### config.mk
export PLATFORM = sky130hd
export DESIGN_NAME = cbq_ctrl
export DESIGN_NICKNAME = d
export VERILOG_FILES = /design/src/rtl/core/cbq_pkg.sv /design/src/rtl/core/cbq_ctrl.sv
export SDC_FILE = /design/constraint.sdc
export NUM_CORES = 1
export LEC_CHECK = 0
export ABC_AREA = 1
export BUFFER_PORTS_ARGS = -buffer_cell sky130_fd_sc_hd__clkbuf_2
export CAP_MARGIN = 20
export CORE_UTILIZATION = 25
export DETAILED_ROUTE_END_ITERATION = 6
export GPL_ROUTABILITY_DRIVEN = 0
export PLACE_DENSITY = 0.48
export SETUP_SLACK_MARGIN = 0.1
export SYNTH_ARGS = -nofsm -noshare
export SYNTH_HDL_FRONTEND = slang
export SYNTH_SLANG_ARGS = --single-unit
export TNS_END_PERCENT = 5
### constraint.sdc
create_clock -name clk -period 1.8 [get_ports clk]
set_input_delay 0.36 -clock clk [delete_from_list [all_inputs] [get_ports clk]]
set_output_delay 0.36 -clock clk [all_outputs]
set_load 0.02 [all_outputs]
### src/rtl/core/cbq_pkg.sv
// Shared types, constants and saturation helpers of the cascaded biquad filter.
// Used by the controller, the datapath and the top level; depends on nothing.
package cbq_pkg;

  localparam int MAX_STAGES_DEF = 8;
  localparam int TRACKS_DEF     = 8;

  localparam logic signed [31:0] ONE_Q28    = 32'sd268435456;
  localparam logic signed [32:0] NEAR_LEVEL = 33'sd4254;

  // Configuration register indexes.
  localparam logic [2:0] REG_FILTER_TYPE = 3'd0;
  localparam logic [2:0] REG_BASE_GAIN   = 3'd1;
  localparam logic [2:0] REG_HI_BAND     = 3'd2;
  localparam logic [2:0] REG_LO_BAND     = 3'd3;
  localparam logic [2:0] REG_STAGE_COUNT = 3'd4;

  localparam logic [1:0] FT_BUTTERWORTH = 2'd0;
  localparam logic [1:0] FT_BESSEL      = 2'd1;

  localparam logic OP_FILTER = 1'b0;
  localparam logic OP_COEF   = 1'b1;

  localparam logic [1:0] TERM_C0 = 2'd0;
  localparam logic [1:0] TERM_C1 = 2'd1;
  localparam logic [1:0] TERM_C2 = 2'd2;
  localparam logic [1:0] TERM_C3 = 2'd3;

  typedef enum logic [4:0] {
    ST_CLEAR, ST_IDLE, ST_GAIN, ST_KSAT, ST_CHECK, ST_UMUL, ST_ULOAD,
    ST_HRD0, ST_HRD1, ST_HCAP1, ST_CRD, ST_MHI, ST_MLO, ST_PADD, ST_ACC,
    ST_REC, ST_BSAT, ST_HWR0, ST_HWR1, ST_FIN
  } state_t;

  typedef enum logic [1:0] {MUL_GAIN, MUL_IN, MUL_HI, MUL_LO} mul_op_t;
  typedef enum logic [1:0] {RES_PASS, RES_ZERO, RES_FILT} res_t;

  typedef struct packed {
    logic       latch;
    logic       coef_we;
    logic       clr_step;
    mul_op_t    mul_op;
    logic       k_load;
    logic       u_load;
    logic       pacc_hi;
    logic       pacc_add;
    logic       acc_add;
    logic       rec_sat;
    logic       acc_sat;
    logic       hist_rd_sel;
    logic       h0_cap;
    logic       h1_cap;
    logic       hist_wr;
    logic       hist_wr_sel;
    logic [1:0] term;
    logic       stage_clr;
    logic       stage_inc;
    logic       out_load;
    res_t       res_sel;
  } dp_cmd_t;

  typedef struct packed {
    logic clr_done;
    logic is_pass;
    logic is_zero;
    logic last_stage;
    logic is_bw;
    logic out_free;
  } dp_sts_t;

  function automatic logic signed [39:0] sat40(input logic signed [47:0] v);
    logic signed [39:0] r;
    if (v > 48'sh007F_FFFF_FFFF) r = 40'sh7F_FFFF_FFFF;
    else if (v < -48'sh0080_0000_0000) r = -40'sh80_0000_0000;
    else r = v[39:0];
    return r;
  endfunction

  function automatic logic signed [23:0] sat24(input logic signed [31:0] v);
    logic signed [23:0] r;
    if (v > 32'sd8388607) r = 24'sh7FFFFF;
    else if (v < -32'sd8388608) r = -24'sh800000;
    else r = v[23:0];
    return r;
  endfunction

endpackage

### src/rtl/core/cbq_ctrl.sv
// Sequencer of the cascaded biquad filter: clearing pass, gain, stage loop.
// Uses cbq_pkg; drives the datapath only through dp_cmd_t and reads dp_sts_t.
module cbq_ctrl
  import cbq_pkg::*;
(
  input  logic    clk,
  input  logic    rst,
  input  logic    s_tvalid,
  input  logic    s_tuser,
  output logic    s_tready,
  input  dp_sts_t sts,
  output dp_cmd_t cmd
);

  state_t     state, state_next;
  logic [1:0] term, term_next;
  res_t       res, res_next;
  logic       accept;

  assign accept = s_tvalid && s_tready;

  always_ff @(posedge clk) begin
    if (rst) begin
      state <= ST_CLEAR;
      term  <= TERM_C0;
      res   <= RES_FILT;
    end else begin
      state <= state_next;
      term  <= term_next;
      res   <= res_next;
    end
  end

  always_comb begin
    state_next = state;
    term_next  = term;
    res_next   = res;
    unique case (state)
      ST_CLEAR: if (sts.clr_done) state_next = ST_IDLE;
      ST_IDLE:  if (accept && s_tuser == OP_FILTER) state_next = ST_GAIN;
      ST_GAIN:  state_next = ST_KSAT;
      ST_KSAT:  state_next = ST_CHECK;
      ST_CHECK: begin
        if (sts.is_pass) begin
          res_next   = RES_PASS;
          state_next = ST_FIN;
        end else if (sts.is_zero) begin
          res_next   = RES_ZERO;
          state_next = ST_FIN;
        end else begin
          res_next   = RES_FILT;
          state_next = ST_UMUL;
        end
      end
      ST_UMUL:  state_next = ST_ULOAD;
      ST_ULOAD: state_next = ST_HRD0;
      ST_HRD0: begin
        term_next  = TERM_C0;
        state_next = ST_HRD1;
      end
      ST_HRD1:  state_next = ST_HCAP1;
      ST_HCAP1: state_next = ST_CRD;
      ST_CRD:   state_next = ST_MHI;
      ST_MHI:   state_next = ST_MLO;
      ST_MLO:   state_next = ST_PADD;
      ST_PADD:  state_next = ST_ACC;
      ST_ACC: begin
        if (term == TERM_C1) state_next = ST_REC;
        else if (term == TERM_C3) state_next = ST_BSAT;
        else begin
          term_next  = term + 2'd1;
          state_next = ST_CRD;
        end
      end
      ST_REC: begin
        if (sts.is_bw) begin
          term_next  = TERM_C2;
          state_next = ST_CRD;
        end else begin
          state_next = ST_HWR0;
        end
      end
      ST_BSAT: state_next = ST_HWR0;
      ST_HWR0: state_next = ST_HWR1;
      ST_HWR1: state_next = sts.last_stage ? ST_FIN : ST_HRD0;
      ST_FIN:  if (sts.out_free) state_next = ST_IDLE;
      default: state_next = ST_CLEAR;
    endcase
  end

  always_comb begin
    cmd         = '0;
    cmd.mul_op  = MUL_HI;
    cmd.term    = term;
    cmd.res_sel = res;
    s_tready    = 1'b0;
    unique case (state)
      ST_CLEAR: cmd.clr_step = 1'b1;
      ST_IDLE: begin
        s_tready    = 1'b1;
        cmd.latch   = accept;
        cmd.coef_we = accept && s_tuser == OP_COEF;
      end
      ST_GAIN:  cmd.mul_op = MUL_GAIN;
      ST_KSAT:  cmd.k_load = 1'b1;
      ST_CHECK: ;
      ST_UMUL:  cmd.mul_op = MUL_IN;
      ST_ULOAD: begin
        cmd.u_load    = 1'b1;
        cmd.stage_clr = 1'b1;
      end
      ST_HRD0: cmd.hist_rd_sel = 1'b0;
      ST_HRD1: begin
        cmd.hist_rd_sel = 1'b1;
        cmd.h0_cap      = 1'b1;
      end
      ST_HCAP1: cmd.h1_cap = 1'b1;
      ST_CRD:   ;
      ST_MHI:   cmd.mul_op = MUL_HI;
      ST_MLO: begin
        cmd.mul_op  = MUL_LO;
        cmd.pacc_hi = 1'b1;
      end
      ST_PADD: cmd.pacc_add = 1'b1;
      ST_ACC:  cmd.acc_add  = 1'b1;
      ST_REC:  cmd.rec_sat  = 1'b1;
      ST_BSAT: cmd.acc_sat  = 1'b1;
      ST_HWR0: begin
        cmd.hist_wr     = 1'b1;
        cmd.hist_wr_sel = 1'b1;
      end
      ST_HWR1: begin
        cmd.hist_wr     = 1'b1;
        cmd.hist_wr_sel = 1'b0;
        cmd.stage_inc   = !sts.last_stage;
      end
      ST_FIN: cmd.out_load = sts.out_free;
      default: ;
    endcase
  end

endmodule

==> impl_metrics.tcl, run 1 <==
set metrics [dict create \
    status "complete, no violations" \
    avgSynthCellArea_sq_um 6.13 \
    setup_viol 0 \
    synth_top_flop_cell "dfxtp_1" \
    die_w_microns 61.8 \
    hold_viol 0 \
    synth_area_leaders "dfxtp_1, nand2_1, nor2_1, inv_1, nand2_2" \
    num_io_pins 35 \
    cp_max_fo 5 \
    tns_ns 0 \
    crit_buf_inv 3 \
    min_path_type "input pin to flop" \
    cts_made_buffers 3 \
    drive_gt1_share_pct 44.9 \
    holdWs_ns 0.350 \
    worst_clock_skew_ns 0.00584 \
    yosysWarnings 0 \
    cts_tree "yes" \
    synth_top_area_share_pct 20.1 \
    ant_nets 0 \
    min_period_over_period_pct 92.3 \
    netlist_area_sq_um 895 \
    worstSetupEndpointType "primary output" \
    die-height_microns 61.8 \
    cts_sinks 9 \
    p_per_area_nw_per_um2 684 \
    place_hpwl_microns 2110 \
    synth-seq-cells 9 \
    yosys.area.top_type "dfxtp_1" \
    dp.cells 224 \
    synthAdderAreaFrac_pct 4.20 \
    initialDrtViolationCount 36 \
    ys_seq_area_share_pct 20.1 \
    routed_wirelength_microns 2530 \
    drcViolationCount 0 \
    first_pass_iters 4 \
    start_util_pct 26.4 \
    grt_start_max_net_pins 8 \
    cts_buffer_depth 2 \
    antenna_found_initial 0 \
    area_growth_pct 38.2 \
    start_kind "flop" \
    final_area_sq_um 1240 \
    cpPeakStageDelay_ns 0.38 \
    final_net_count 199 \
    ys_types 27 \
    hold_buffers 0 \
    synth_nets 159 \
    vias_per_cell 4.48 \
    worst-endpoint-required_ns 1.44 \
    synthArstFlopShare_pct 0 \
    synth-edff-count 0 \
    synthCells 146 \
    clk_latency_ns 0.25 \
    grt_pass1_vias 905 \
    synth_mux_area_share_pct 0 \
    maxCapViolations 0 \
    synth_commonest_cells "nand2_1, nor2_1, inv_1" \
    worst_pin_slew_ns 0.292 \
    cpLargestDelayFamily "flip-flops" \
    yosysMostFrequentCell "nand2_1" \
    core_sq_um 3390 \
    grt_pass1_wl_microns 4020 \
    rows 21 \
    crit_type "flop to primary output" \
    port_buffers 34 \
    slowest_stage "dfxtp_4" \
    max_freq_mhz 602 \
    place_area_sq_um 1110 \
    clkTransAtPathRegs_ns 0.06 \
    ir_worst_vdd_mv 0.366 \
    finalNonFillerCells 231 \
    fin_crit_ns 1.66 \
    synthSimpleGateAreaFrac_pct 49.5 \
    grt_use_total_pct 14.3 \
    antenna_cells 0 \
    synth_compound_area_share_pct 12.7 \
    maxSlewHeadroom_pct 80.4 \
    cts_max_level 1 \
    grt_setup_unrepaired "true" \
    final_max_slew_viol_count 0 \
    arrival_ns 1.30 \
    via_count 1035 \
    power.leakage_nw 0.693 \
    die_area_sq_um 3820 \
    cts-root-buf "clkbuf_4" \
    crit_path_cell_trace "inv_4, nand2_2, nor2_4, inv_2, nor2_2, a21oi_1, buf_4" \
    synth_top_family_by_area "simple AND/OR/NAND/NOR gates" \
    grt-ovfl-total 0 \
    synth-xor-area-share_pct 0 \
    wl_per_cell_microns 10.9 \
]
[per-stage QoR]
step                setup WS, ns  total power [mW]  util (%)
floorplan                  0.232             0.519         -
global placement           0.253             0.622      32.7
detailed placement         0.230             0.623      32.7
CTS                       0.0806             0.797      34.4
global route              0.0559             0.917      36.5
finish                     0.138             0.845      36.5
[routing by layer]
layer / up-vias / GRT usage (%) / wire (microns)
li1: 535 / - / -
met1: 460 / 19.8 / 1190
met2: 36 / 22.4 / 1160
met3: 4 / 1.86 / 133
met4: 0 / 6.03 / 37
met5: - / 0 / 0
[layout by cell type, fill, tap and decap left out, types with 2 or more instances in the layout]
| cell | n |
|---|---|
| inv_4 | 2 |
| nand2_1 | 27 |
| nand3_2 | 2 |
| a21oi_1 | 7 |
| nor2_2 | 5 |
| nand2_2 | 7 |
| dfxtp_1 | 4 |
| nand3_1 | 6 |
| ha_1 | 3 |
| a31oi_1 | 2 |
| nor2_4 | 6 |
| buf_4 | 7 |
| nand2_4 | 4 |
| inv_1 | 19 |
| buf_2 | 2 |
| nor3_1 | 3 |
| clkbuf_2 | 28 |
| dfxtp_4 | 4 |
| o21ai_0 | 4 |
| nor2_1 | 21 |
| clkbuf_4 | 3 |
| inv_2 | 6 |
[worst paths after layout]
check,start,cells after the start,slack (ns),end
worst min register to register,res[1],2,0.46,res[1]
worst max-delay path,state[1],7,0.14,cmd[20]
worst max register to register,state[1],8,0.35,state[2]
worst min-delay path,rst,2,0.35,state[0]
[flip-flops by register name (all words and copies together), names as in the netlist]
name,count
res,2
term,2
state,5
[repair_timing]
item                       in CTS  in global routing
buffers inserted                1                  2
setup endpoints to repair      16                 15
gates resized for setup        11                 25
pin swaps                       1                  0
[where the power goes]
part           switching, mW  internal, mW  leakage [nW]
logic                  0.281         0.146         0.602
registers             0.0435         0.224        0.0764
clock network         0.0666        0.0852        0.0150
[cells by family (layout without fill, tap and decap cells)]
logic type | count (synthesis) | in the layout
simple gates | 85 | 85
buf+inv | 30 | 69
compound gates | 19 | 19
flops | 9 | 9
fa+ha+maj | 3 | 3
[layout make-up]
| type | instances | area (sq um) |
|---|---|---|
| Inverter | 28 | 114 |
| Timing Repair Buffer | 37 | 203 |
| Tap cell | 46 | 57.6 |
| Sequential cell | 9 | 196 |
| Clock buffer | 4 | 26.3 |
| Fill cell | 380 | 2150 |
| Multi-Input combinational cell | 107 | 639 |
Power figures use the tool's default switching activity.
==> inputs of run 2 (changes only) <==
--- a/config.mk
+++ b/config.mk
@@ -5,7 +5,6 @@
 export SDC_FILE = /design/constraint.sdc
 export NUM_CORES = 1
 export LEC_CHECK = 0
-export ABC_AREA = 1
 export BUFFER_PORTS_ARGS = -buffer_cell sky130_fd_sc_hd__clkbuf_2
 export CAP_MARGIN = 20
 export CORE_UTILIZATION = 25
==> impl_metrics.tcl, run 2 <==
set metrics [dict create \
    setup_viol 1 \
    cts_buffer_depth 2 \
    area_growth_pct 53.7 \
    ys_types 44 \
    final_net_count 173 \
    layout_commonest_cell "buf_4" \
    avgSynthCellArea_sq_um 6.99 \
    initialDrtViolationCount 36 \
    maxSlewHeadroom_pct 79.7 \
    grt_pass1_vias 855 \
    max_freq_mhz 554 \
    dp.cells 198 \
    status "complete, but fails checks" \
    num_io_pins 35 \
    startpoint "state[0]" \
    largest_reg_flops 5 \
    synth_area_leaders "dfxtp_1, nor2_1, ha_1, nand2_1, nand2b_1" \
    cts-root-buf "clkbuf_4" \
    final_max_slew_viol_count 0 \
    cp_max_fo 5 \
    min_path_type "input pin to flop" \
    grt_pass1_wl_microns 3830 \
    min_period_over_period_pct 100 \
    rows 20 \
    antenna_cells 0 \
    hp-start "sts[3]" \
    wl_per_cell_microns 11.9 \
    place_area_sq_um 1110 \
    die_w_microns 59.4 \
    multi_input_area_sq_um 631 \
    yosysWarnings 0 \
    start_kind "flop" \
    yosysMostFrequentCell "nor2_1" \
    top_register "state" \
    grt-ovfl-total 0 \
    synth_top_area_share_pct 21.9 \
    synth-edff-count 0 \
    first_pass_iters 4 \
    cts_sinks 9 \
    antenna_found_initial 0 \
    top_regs "state (5), res (2), term (2)" \
    fin_total_pwr_mw 0.844 \
    synth_top_flop_cell "dfxtp_1" \
    synthCells 118 \
    p_per_area_nw_per_um2 666 \
    finalNonFillerCells 203 \
    vias_per_cell 4.73 \
    synth_nets 131 \
    layout_common_cells "buf_4, clkbuf_2, nor2_1, nand2_1, clkbuf_4" \
    crit_type "flop to primary output" \
    worst-endpoint-required_ns 1.44 \
    cts_made_buffers 3 \
    drcViolationCount 0 \
    synthArstFlopShare_pct 0 \
    ys_seq_area_share_pct 21.9 \
    core_sq_um 3100 \
    hold_viol 0 \
    port_buffers 34 \
    worst_clock_skew_ns 0.00192 \
    slowest_stage "or3b_4" \
    drive_gt1_share_pct 46.5 \
    clk_latency_ns 0.26 \
    regArea_sq_um 194 \
    arrival_ns 1.44 \
    r2r_start "term[1]" \
    crit_buf_inv 1 \
    cts_max_level 1 \
    power.leakage_nw 0.577 \
    die_area_sq_um 3530 \
    num-fill-cells 352 \
    synth_commonest_cells "nor2_1, dfxtp_1, nand2_1" \
    routed_wirelength_microns 2410 \
    grt_use_total_pct 14.6 \
    grt_start_max_net_pins 14 \
    ant_nets 0 \
    start_util_pct 26.6 \
    via_count 961 \
    yosys.area.top_type "dfxtp_1" \
    netlist_area_sq_um 825 \
    clkTransAtPathRegs_ns 0.06 \
    cpPeakStageDelay_ns 0.43 \
    violations "negative setup slack" \
    maxCapViolations 0 \
    worstSetupEndpointType "primary output" \
    cpLargestDelayFamily "simple AND/OR/NAND/NOR gates" \
    cts_tree "yes" \
    crit_path_cell_trace "or3b_4, nor2_4, and3_4, buf_8" \
    place_hpwl_microns 1920 \
    fin_ws_ns -0.00409 \
    worst_pin_slew_ns 0.300 \
    ir_worst_vdd_mv 0.272 \
    synth-seq-cells 9 \
    final_area_sq_um 1270 \
    fin_crit_ns 1.80 \
    grt_setup_unrepaired "true" \
    fin_util_pct 40.8 \
    die-height_microns 59.4 \
]
[run 2: per-stage QoR]
step / TNS (ns) / worst slack [ns] / hold WS [ns]
after global placement: 0 / 0.188 / 0.441
after global routing: -0.408 / -0.0724 / 0.386
after floorplan: -0.0225 / -0.0225 / 0.524
final: -0.00409 / -0.00409 / 0.387
after detailed placement: 0 / 0.152 / 0.459
after CTS: -0.0549 / -0.0365 / 0.378
[run 2: tightest hold or removal path, delay by kind of cell]
kind,cells,cell delay (ns)
and+or+nand+nor,1,0.08
buffers and inverters,1,0.09
AOI/OAI and AO/OA,1,0.07
[run 2: metal layers]
| metal | track usage (%) | vias to the layer above | part of all wire, % |
|---|---|---|---|
| met2 | 23.9 | 23 | 47 |
| met3 | 1.31 | 4 | 3.2 |
| met1 | 18.8 | 439 | 48 |
| li1 | - | 495 | - |
| met5 | 0 | - | 0 |
| met4 | 8.16 | 0 | 1.9 |
[run 2: path summary, 6_finish.rpt]
path,end,slack [ns],depth (start not counted)
setup / recovery,cmd[22],-0.004,4
hold / removal,res[0],0.39,3
setup reg to reg,term[0],0.20,6
hold reg to reg,res[1],0.47,1
[run 2: repair_timing]
item,4_1_cts,5_1_grt
setup endpoints to repair,20,21
resized for setup,32,22
cloned,0,0
hold buffers,0,0
pin swaps,4,3
setup buffers,1,0
[run 2: final cells by class]
cell class | count | share of cell area (%)
repair buffers | 47 | 26.5
multi-input cells | 92 | 49.8
flip-flops and latches | 9 | 15.3
inverters | 7 | 2.07
clock buffers | 4 | 2.07
well taps | 44 | 4.34
[run 2: power breakdown]
group / total [mW] / switching [mW] / internal, mW / leakage, nW
combinational: 0.454 / 0.259 / 0.195 / 0.485
clock: 0.153 / 0.0677 / 0.0852 / 0.0150
sequential: 0.237 / 0.0195 / 0.218 / 0.0768
total: 0.844 / 0.346 / 0.498 / 0.577
[run 2: logic make-up (layout without fill, tap and decap cells)]
kind of cell,count (synthesis),count (layout),share of synthesized area [%]
fa+ha+maj,3,3,4.55
flops,9,9,21.9
compound gates,23,23,19.3
simple gates,63,63,42.0
buf+inv,17,58,8.95
xor+xnor,2,2,2.12
mux,1,1,1.21
